[src/design/atod_pkg.sv]
`timescale 1ns / 1ps

package atod_pkg;

    localparam int FEATURE_W   = 16;
    localparam int COEFF_W     = 12;
    localparam int CFG_INDEX_W = 4;
    localparam int CFG_DATA_W  = 12;
    localparam int FRAC_BITS   = 8;

    localparam int HISTORY_DEPTH_DEFAULT = 10;

    localparam logic [FEATURE_W-1:0] THRESHOLD_RESET = FEATURE_W'(26);
    localparam logic [COEFF_W-1:0]   COEFF_RESET     = COEFF_W'(384);
    localparam logic [FEATURE_W-1:0] FEATURE_MAX     = {FEATURE_W{1'b1}};

    localparam logic [CFG_INDEX_W-1:0] REG_USE_LOCAL_MAX = CFG_INDEX_W'(0);
    localparam logic [CFG_INDEX_W-1:0] REG_MEAN_COEFF    = CFG_INDEX_W'(1);

    typedef struct packed {
        logic use_reset_thr;
        logic local_max;
    } pick_ctl_t;

endpackage

[src/design/adaptive_threshold_onset_detector_top.sv]
`timescale 1ns / 1ps

// Adaptive-threshold onset detector.
// s_ channel: one feature word per audio frame (unsigned Q8.8), valid/ready.
// m_ channel: one is_onset word per accepted feature word, in order.
// cfg channel: cfg_index 0 selects local-maximum picking (bit 0 of cfg_data),
// index 1 sets the Q4.8 mean coefficient; other indexes are dropped.
// cfg_ready is always high; write only while the block is idle.
// Each accepted word passes capture, mean, threshold, then output register.
// Throughput: one word per cycle while m_ready stays high, set by the history
// cell row that shifts once per accepted word and by the four-register
// divide/multiply/compare pipeline behind it.
// The threshold for a frame comes from the running sum and the coefficient
// held when the previous frame was taken; both travel down the pipeline with
// the word. The frame itself sees the history before its own shift.
// Reset (aresetn low, synchronous) clears the history, the sum, the pipeline
// and the registers to local-maximum mode with coefficient 1.5; the first
// frame after reset is judged against a threshold of 0.1.
// When m_ready is low, results collect in the pipeline stages; s_ready drops
// only once every stage holds a word.
module adaptive_threshold_onset_detector_top #(
    parameter int HISTORY_DEPTH = atod_pkg::HISTORY_DEPTH_DEFAULT
) (
    input  logic                                aclk,
    input  logic                                aresetn,
    input  logic                                s_valid,
    output logic                                s_ready,
    input  logic [atod_pkg::FEATURE_W-1:0]      s_feature_value,
    output logic                                m_valid,
    input  logic                                m_ready,
    output logic                                m_is_onset,
    input  logic                                cfg_valid,
    output logic                                cfg_ready,
    input  logic [atod_pkg::CFG_INDEX_W-1:0]    cfg_index,
    input  logic [atod_pkg::CFG_DATA_W-1:0]     cfg_data
);

    localparam int FW    = atod_pkg::FEATURE_W;
    localparam int SUM_W = FW + $clog2(HISTORY_DEPTH);

    logic [FW-1:0]                  hist [HISTORY_DEPTH];
    logic [SUM_W-1:0]               sum_reg, sum_next;
    logic [SUM_W-1:0]               last_sum_reg;
    logic [atod_pkg::COEFF_W-1:0]   last_coeff_reg;
    logic                           started_reg;
    logic                           local_max_reg;
    logic [atod_pkg::COEFF_W-1:0]   coeff_reg;
    logic                           accept;
    atod_pkg::pick_ctl_t            ctl;

    assign accept    = s_valid && s_ready;
    assign cfg_ready = 1'b1;

    // history row: cell 0 holds the newest word
    genvar gi;
    generate
        for (gi = 0; gi < HISTORY_DEPTH; gi++) begin : g_cell
            if (gi == 0) begin : g_head
                atod_cell u_cell (
                    .aclk     (aclk),
                    .aresetn  (aresetn),
                    .shift_en (accept),
                    .d_in     (s_feature_value),
                    .q_out    (hist[gi])
                );
            end else begin : g_body
                atod_cell u_cell (
                    .aclk     (aclk),
                    .aresetn  (aresetn),
                    .shift_en (accept),
                    .d_in     (hist[gi-1]),
                    .q_out    (hist[gi])
                );
            end
        end
    endgenerate

    assign sum_next = sum_reg - SUM_W'(hist[HISTORY_DEPTH-1]) + SUM_W'(s_feature_value);

    always_ff @(posedge aclk) begin
        if (!aresetn) begin
            sum_reg        <= '0;
            last_sum_reg   <= '0;
            last_coeff_reg <= atod_pkg::COEFF_RESET;
            started_reg    <= 1'b0;
        end else if (accept) begin
            sum_reg        <= sum_next;
            last_sum_reg   <= sum_reg;
            last_coeff_reg <= coeff_reg;
            started_reg    <= 1'b1;
        end
    end

    always_ff @(posedge aclk) begin
        if (!aresetn) begin
            local_max_reg <= 1'b1;
            coeff_reg     <= atod_pkg::COEFF_RESET;
        end else if (cfg_valid && cfg_ready) begin
            unique case (cfg_index)
                atod_pkg::REG_USE_LOCAL_MAX: local_max_reg <= cfg_data[0];
                atod_pkg::REG_MEAN_COEFF:    coeff_reg <= cfg_data[atod_pkg::COEFF_W-1:0];
                default: ;
            endcase
        end
    end

    assign ctl.use_reset_thr = !started_reg;
    assign ctl.local_max     = local_max_reg;

    atod_pick #(
        .HISTORY_DEPTH (HISTORY_DEPTH),
        .SUM_W         (SUM_W)
    ) u_pick (
        .aclk      (aclk),
        .aresetn   (aresetn),
        .in_valid  (s_valid),
        .in_ready  (s_ready),
        .feature   (s_feature_value),
        .newest    (hist[0]),
        .second    (hist[1]),
        .prev_sum  (last_sum_reg),
        .ctl       (ctl),
        .coeff     (last_coeff_reg),
        .out_valid (m_valid),
        .out_ready (m_ready),
        .out_onset (m_is_onset)
    );

endmodule

[src/design/atod_cell.sv]
`timescale 1ns / 1ps

module atod_cell (
    input  logic                            aclk,
    input  logic                            aresetn,
    input  logic                            shift_en,
    input  logic [atod_pkg::FEATURE_W-1:0]  d_in,
    output logic [atod_pkg::FEATURE_W-1:0]  q_out
);

    logic [atod_pkg::FEATURE_W-1:0] value_reg;

    always_ff @(posedge aclk) begin
        if (!aresetn) begin
            value_reg <= '0;
        end else if (shift_en) begin
            value_reg <= d_in;
        end
    end

    assign q_out = value_reg;

endmodule

[src/design/atod_pick.sv]
`timescale 1ns / 1ps

module atod_pick #(
    parameter int HISTORY_DEPTH = atod_pkg::HISTORY_DEPTH_DEFAULT,
    parameter int SUM_W         = atod_pkg::FEATURE_W + $clog2(HISTORY_DEPTH)
) (
    input  logic                            aclk,
    input  logic                            aresetn,
    input  logic                            in_valid,
    output logic                            in_ready,
    input  logic [atod_pkg::FEATURE_W-1:0]  feature,
    input  logic [atod_pkg::FEATURE_W-1:0]  newest,
    input  logic [atod_pkg::FEATURE_W-1:0]  second,
    input  logic [SUM_W-1:0]                prev_sum,
    input  atod_pkg::pick_ctl_t             ctl,
    input  logic [atod_pkg::COEFF_W-1:0]    coeff,
    output logic                            out_valid,
    input  logic                            out_ready,
    output logic                            out_onset
);

    localparam int FW    = atod_pkg::FEATURE_W;
    localparam int LD    = $clog2(HISTORY_DEPTH);
    localparam int RK    = SUM_W + LD;
    localparam int RM_W  = SUM_W + 1;
    localparam logic [RM_W-1:0] RECIP =
        RM_W'(((64'd1 << RK) + 64'(HISTORY_DEPTH) - 64'd1) / 64'(HISTORY_DEPTH));
    localparam int DP_W  = SUM_W + RM_W;
    localparam int CP_W  = atod_pkg::COEFF_W + FW;
    localparam int CS_W  = CP_W - atod_pkg::FRAC_BITS;

    // stage 1: captured word
    logic                           v1_reg;
    logic [FW-1:0]                  x1_reg, h0_1_reg, h1_1_reg;
    logic [SUM_W-1:0]               sum1_reg;
    logic [atod_pkg::COEFF_W-1:0]   coeff1_reg;
    atod_pkg::pick_ctl_t            ctl1_reg;
    // stage 2: mean
    logic                           v2_reg;
    logic [FW-1:0]                  x2_reg, h0_2_reg, h1_2_reg, mean2_reg;
    logic [atod_pkg::COEFF_W-1:0]   coeff2_reg;
    atod_pkg::pick_ctl_t            ctl2_reg;
    // stage 3: threshold
    logic                           v3_reg;
    logic [FW-1:0]                  x3_reg, h0_3_reg, h1_3_reg, thr3_reg;
    atod_pkg::pick_ctl_t            ctl3_reg;
    // output register
    logic                           vo_reg;
    logic                           onset_reg;

    logic                           rdy1, rdy2, rdy3;
    logic [DP_W-1:0]                div_prod;
    logic [CP_W-1:0]                coeff_prod;
    logic [CS_W-1:0]                scaled;
    logic [FW-1:0]                  thr_next;
    logic                           onset_next;

    assign rdy3     = !vo_reg || out_ready;
    assign rdy2     = !v3_reg || rdy3;
    assign rdy1     = !v2_reg || rdy2;
    assign in_ready = !v1_reg || rdy1;

    // floor divide by the depth: reciprocal multiply, exact over the sum range
    assign div_prod   = DP_W'(sum1_reg) * DP_W'(RECIP);
    assign coeff_prod = CP_W'(coeff2_reg) * CP_W'(mean2_reg);
    assign scaled     = coeff_prod[CP_W-1:atod_pkg::FRAC_BITS];

    always_comb begin
        if (ctl2_reg.use_reset_thr) begin
            thr_next = atod_pkg::THRESHOLD_RESET;
        end else if (scaled > CS_W'(atod_pkg::FEATURE_MAX)) begin
            thr_next = atod_pkg::FEATURE_MAX;
        end else begin
            thr_next = scaled[FW-1:0];
        end
    end

    always_comb begin
        if (ctl3_reg.local_max) begin
            onset_next = (h0_3_reg > thr3_reg) && (h0_3_reg > x3_reg) &&
                         (h0_3_reg > h1_3_reg);
        end else begin
            onset_next = x3_reg > thr3_reg;
        end
    end

    always_ff @(posedge aclk) begin
        if (!aresetn) begin
            v1_reg <= 1'b0;
            v2_reg <= 1'b0;
            v3_reg <= 1'b0;
            vo_reg <= 1'b0;
        end else begin
            if (in_ready) v1_reg <= in_valid;
            if (rdy1)     v2_reg <= v1_reg;
            if (rdy2)     v3_reg <= v2_reg;
            if (rdy3)     vo_reg <= v3_reg;
        end
    end

    always_ff @(posedge aclk) begin
        if (in_ready) begin
            x1_reg     <= feature;
            h0_1_reg   <= newest;
            h1_1_reg   <= second;
            sum1_reg   <= prev_sum;
            coeff1_reg <= coeff;
            ctl1_reg   <= ctl;
        end
        if (rdy1) begin
            x2_reg     <= x1_reg;
            h0_2_reg   <= h0_1_reg;
            h1_2_reg   <= h1_1_reg;
            mean2_reg  <= div_prod[RK +: FW];
            coeff2_reg <= coeff1_reg;
            ctl2_reg   <= ctl1_reg;
        end
        if (rdy2) begin
            x3_reg   <= x2_reg;
            h0_3_reg <= h0_2_reg;
            h1_3_reg <= h1_2_reg;
            thr3_reg <= thr_next;
            ctl3_reg <= ctl2_reg;
        end
        if (rdy3) begin
            onset_reg <= onset_next;
        end
    end

    assign out_valid = vo_reg;
    assign out_onset = onset_reg;

endmodule

[config.mk]
export PLATFORM = sky130hd
export DESIGN_NAME = adaptive_threshold_onset_detector_top
export DESIGN_NICKNAME = d
export VERILOG_FILES = /design/src/design/atod_pkg.sv /design/src/design/adaptive_threshold_onset_detector_top.sv /design/src/design/atod_cell.sv /design/src/design/atod_pick.sv
export SDC_FILE = /design/constraint.sdc
export NUM_CORES = 2
export LEC_CHECK = 0
export ABC_AREA = 1
export BUFFER_PORTS_ARGS = -buffer_cell sky130_fd_sc_hd__buf_2
export CORE_MARGIN = 3
export CORE_UTILIZATION = 50
export CTS_CLUSTER_DIAMETER = 120
export CTS_CLUSTER_SIZE = 24
export DETAILED_ROUTE_END_ITERATION = 6
export GPL_TIMING_DRIVEN = 0
export PLACE_DENSITY = 0.66
export SLEW_MARGIN = 20
export SYNTH_ARGS = -nofsm -noshare
export SYNTH_HDL_FRONTEND = slang
export SYNTH_SLANG_ARGS = --single-unit
[constraint.sdc]
create_clock -name aclk -period 13.4 [get_ports aclk]
set_input_delay 2.68 -clock aclk [delete_from_list [all_inputs] [get_ports aclk]]
set_output_delay 2.68 -clock aclk [all_outputs]
set_load 0.05 [all_outputs]
**Word-level counts from Yosys, hierarchy flattened**

Index checks and enable logic that the tools add are counted.

- Bits in registers: 456
- Latch bits: 0
- Bits in writable memories: 0
- ROM bits: 0
- Output and inout port bits: 4
- Logic and storage cells: 69
- Memories kept: 0

- Add/subtract/negate cells: 2
- Multiply operators: 2
- Div/mod/pow operators: 0
- Order comparisons: 5
- Equality and inequality tests: 1
- Shift-type cells: 0
- Multiplexer cells: 2
- Bitwise logic cells: 0
- Reduce and logical (&&, ||, !) cells: 16

Operators with widths:

| cell | number |
|---|---|
| greater-than comparator 16 bit | 4 |
| multiplier 20 x 20 -> 39 bit (second input constant) | 1 |
| multiplier 12 x 16 -> 28 bit | 1 |
| adder 20 x 16 -> 20 bit | 1 |
| greater-than comparator 20 x 16 -> 1 bit (second input constant) | 1 |
| subtractor 20 x 16 -> 20 bit | 1 |
| two-way mux 16 bit | 1 |
| logical NOT 1 bit | 5 |
| equality test 4 x 1 -> 1 bit (second input constant) | 1 |
| logical NOT 4 bit | 1 |
| logical OR 1 bit | 4 |
| AND reduction 2 bit | 2 |
| logical AND 1 bit | 3 |
| OR reduction 2 bit | 1 |
| two-way mux 1 bit | 1 |

**Longest topological paths before layout**

- Depth after elaboration: 6
- Gate-level depth with buffers: 29
- Mapped depth without buffers: 26

**Cells and area by module**

Synthesis repeated with hierarchy kept, for this count alone.

- Cell total of the unflattened synthesis: 4011
- Area, all modules: 34006.4 sq um

Modules (own cells, without submodules):

| module | times used | cells an instance | area each (sq um) | sequential area each (sq um) |
|---|---|---|---|---|
| atod_pick | 1 | 2433 | 23219.8 | 6866.6 |
| atod_cell | 10 | 101 | 674.4 | 320.3 |
| adaptive_threshold_onset_detector_top | 1 | 568 | 4042.6 | 1321.3 |

**Least setup slack after synthesis**

OpenSTA, ideal clock, no wires.

- Path type: input-to-output
- Start point: in m_ready
- End point: out s_ready
- Arrival: 6629 ps
- Path slack: 4091 ps
- Stages on the path: 8
- Path through: nor2_1 inv_2 nor2_1 inv_2 nor2_1 inv_2 nor2_1 inv_1

- Word-level cells in the longest chain between the ends: 4

Ends and longest elaborated chain:

| element | line | RTL |
|---|---|---|
| from (decl) | adaptive_threshold_onset_detector_top.sv:30 | `input logic m_ready,` |
| logical OR 1 bit | atod_pick.sv:58 | `assign rdy3 = !vo_reg \|\| out_ready;` |
| named net u_pick.rdy3 | atod_pick.sv:51 | `logic rdy1, rdy2, rdy3;` |
| logical OR 1 bit | atod_pick.sv:59 | `assign rdy2 = !v3_reg \|\| rdy3;` |
| named net u_pick.rdy2 | atod_pick.sv:51 |  |
| logical OR 1 bit | atod_pick.sv:60 | `assign rdy1 = !v2_reg \|\| rdy2;` |
| named net u_pick.rdy1 | atod_pick.sv:51 |  |
| logical OR 1 bit | atod_pick.sv:61 | `assign in_ready = !v1_reg \|\| rdy1;` |
| to (decl) | adaptive_threshold_onset_detector_top.sv:27 | `output logic s_ready,` |

The timed path passes the listed nets, and every way through them passes these cells.

**Worst setup path in the final report**

Same ends and word-level chain as after synthesis.

==> out/results.ini <==
[run_status]
status=finished, final reports clean

[sta]
setup_viol=0
fin_crit_sh=0.623
whs_ns=0.411
worstMarginPinSlew_ns=0.899
min_period_ns=8.35
relSlewSlack=0.401
clock_skew_ns=0.0172
finalHoldViolCount=0
fmax_mhz=120
slew_violations=0
tns_ns=0
rsz0062_at_grt=no
finalWorstSetupSlack_ns=5.05

[placed_design]
dpl.cell_count=4489
place_hpwl_um=61700
pre_cts_ws_ns=4.97
numPortBuffers=39
placed_cell_area_um2=33500
gp_congestion=0.958

[layout]
num-fill-cells=5861
postLayoutCoreUtil=0.539
nets=4338
largest_reg_flops=144
layout.cells.non_filler=4530
diodes=0
layout-drive-gt1-share=0.0288
area_growth_pct=6.33
final_area_um2=34200

[logic_synthesis]
synthDistinctLibCells=43
ys.flop_type=dfxtp_1
synth_area_um2=32200
synth_top_area_frac=0.211
synth_edf_count=226
synthTopCellsByCount=inv_1 (785), nand2_1 (530), nor2_1 (412), ha_1 (339), fa_1 (294)
synth.most_common_cell=inv_1
synth.area.top_cells=edfxtp_1 (21%), fa_1 (18%), dfxtp_1 (14%)
yosys_warnings=0
ys_ff_latch=456
synthCells=3602
async_reset_ff_frac=0
syn_area_per_cell_um2=8.93
synth_nets=4272
synth_top_cell_by_area=edfxtp_1
seq_area_frac_synth=0.354

[power]
power_leakage_nw=17.5
finalPower_mw=8.52
p_per_area_nw_per_um2=249
peakVddDrop_mv=0.231

[grt]
grt_antenna_before_repair=0
grt_pass1_wl_um=122000
grt_pass1_vias=22600
gr-total-overflow=0
grt_use_total=0.227
grt_max_degree=68

[setup_path]
crit_start=m_ready
critical_path_class=in -> out
crit_path_end_kind=output port
path_max_fanout=67
r2r_slack_ns=6.94
start_kind=input port
worstPathArrival_ns=5.67
crit_path_end=s_ready
rr_worst_depth=25
required_ns=10.72
r2r_end=u_pick.thr3_reg[5]
worstReg2RegStart=u_pick.coeff2_reg[7]

[cts]
cts_buffer_depth=3
cts_root_buf=clkbuf_16
ctsResizeCount=0
post-cts-setup-buffer-count=0
cts_buffers=23
h-tree-depth=1
cts.clk_slew.worst_paths_ns=0.10
cts.sinks=456
worstSkewPairLatency_ns=0.57
hold_buffers=0
cts_tree=yes

[drt]
wirelength_um=74800
wl_per_cell_um=16.5
route.detailed.drc=0
via_per_inst=5.01
vias=22700
postRouteAntennaNets=0
first_pass_iters=6
drt_iter0_drc=1608

[die]
core-area_um2=63400
start_util=0.507
die-area_um2=67400
rows=92
die_x_um=260
die_y_um=260
io_pins=41

[run]
maxCapViolations=0

[hold_path]
hp-class=reg -> reg

kinds of logic after synthesis:
| group | synth area share |
|---|---|
| other cells | 0.000117 |
| flops | 0.354 |
| simple gates | 0.130 |
| fa+ha+maj | 0.315 |
| xor+xnor | 0.0112 |
| compound gates | 0.0828 |
| buf+inv | 0.107 |
critical path, cell delays in order:
cell and delay (ns):
buf_2 0.07, nor2_1 0.04, inv_2 0.06, nor2_1 0.06
inv_4 0.59, nor2_1 0.17, inv_4 0.39, buf_16 0.31
nor2_1 0.13, inv_4 0.47, buf_16 0.32, buf_2 0.31
power by group:
part / total, mW / internal [mW] / leakage [nW] / switching [mW]
Combinational: 5.95 / 2.15 / 12.7 / 3.80
Sequential: 1.77 / 1.67 / 4.45 / 0.0936
Clock: 0.808 / 0.359 / 0.348 / 0.448
routing by layer:
layer | part of all wire | track usage
met1 | 0.49 | 0.342
met2 | 0.45 | 0.365
met3 | 0.045 | 0.0194
met4 | 0.018 | 0.0400
met5 | 0 | 0
cell usage in the layout, fill, tap and decap left out, types with 3 or more instances in the layout:
cell type    n
a21o_1       9
nand3_1     70
xnor2_1     17
nand4_1     18
o21bai_1    18
edfxtp_1   226
nor3_1      16
buf_2       55
nand2_2      5
xor2_1      24
dfxtp_1    230
nand2_1    530
o21ai_0    257
a31oi_1     10
o211ai_1     5
clkbuf_16   25
a21oi_1    191
fa_1       294
a21boi_0     4
inv_4        3
nor2_1     412
clkbuf_1   106
ha_1       339
inv_1      784
worst min-delay path by stage:
stage	start	endpoint	cells past startpoint
floorplan	u_pick.coeff1_reg[0]	u_pick.coeff2_reg[0]	0
global placement	u_pick.x2_reg[8]	u_pick.x3_reg[8]	0
detailed placement	u_pick.h0_2_reg[11]	u_pick.h0_3_reg[11]	0
CTS	u_pick.h1_2_reg[8]	u_pick.h1_3_reg[8]	0
global route	u_pick.h1_2_reg[8]	u_pick.h1_3_reg[8]	0
finish	u_pick.h0_2_reg[11]	u_pick.h0_3_reg[11]	0
area by class of cell:
cell class,count,area (um^2),area share
inverters,790,2970,0.0869
flip-flops and latches,456,11400,0.333
clock buffers,38,684,0.0200
well taps,846,1060,0.0309
plain buffers,114,470,0.0137
clock inverters,3,37.5,0.00110
multi-input cells,2242,17400,0.507
repair buffers,41,250,0.00731
Power figures use the tool's default switching activity.
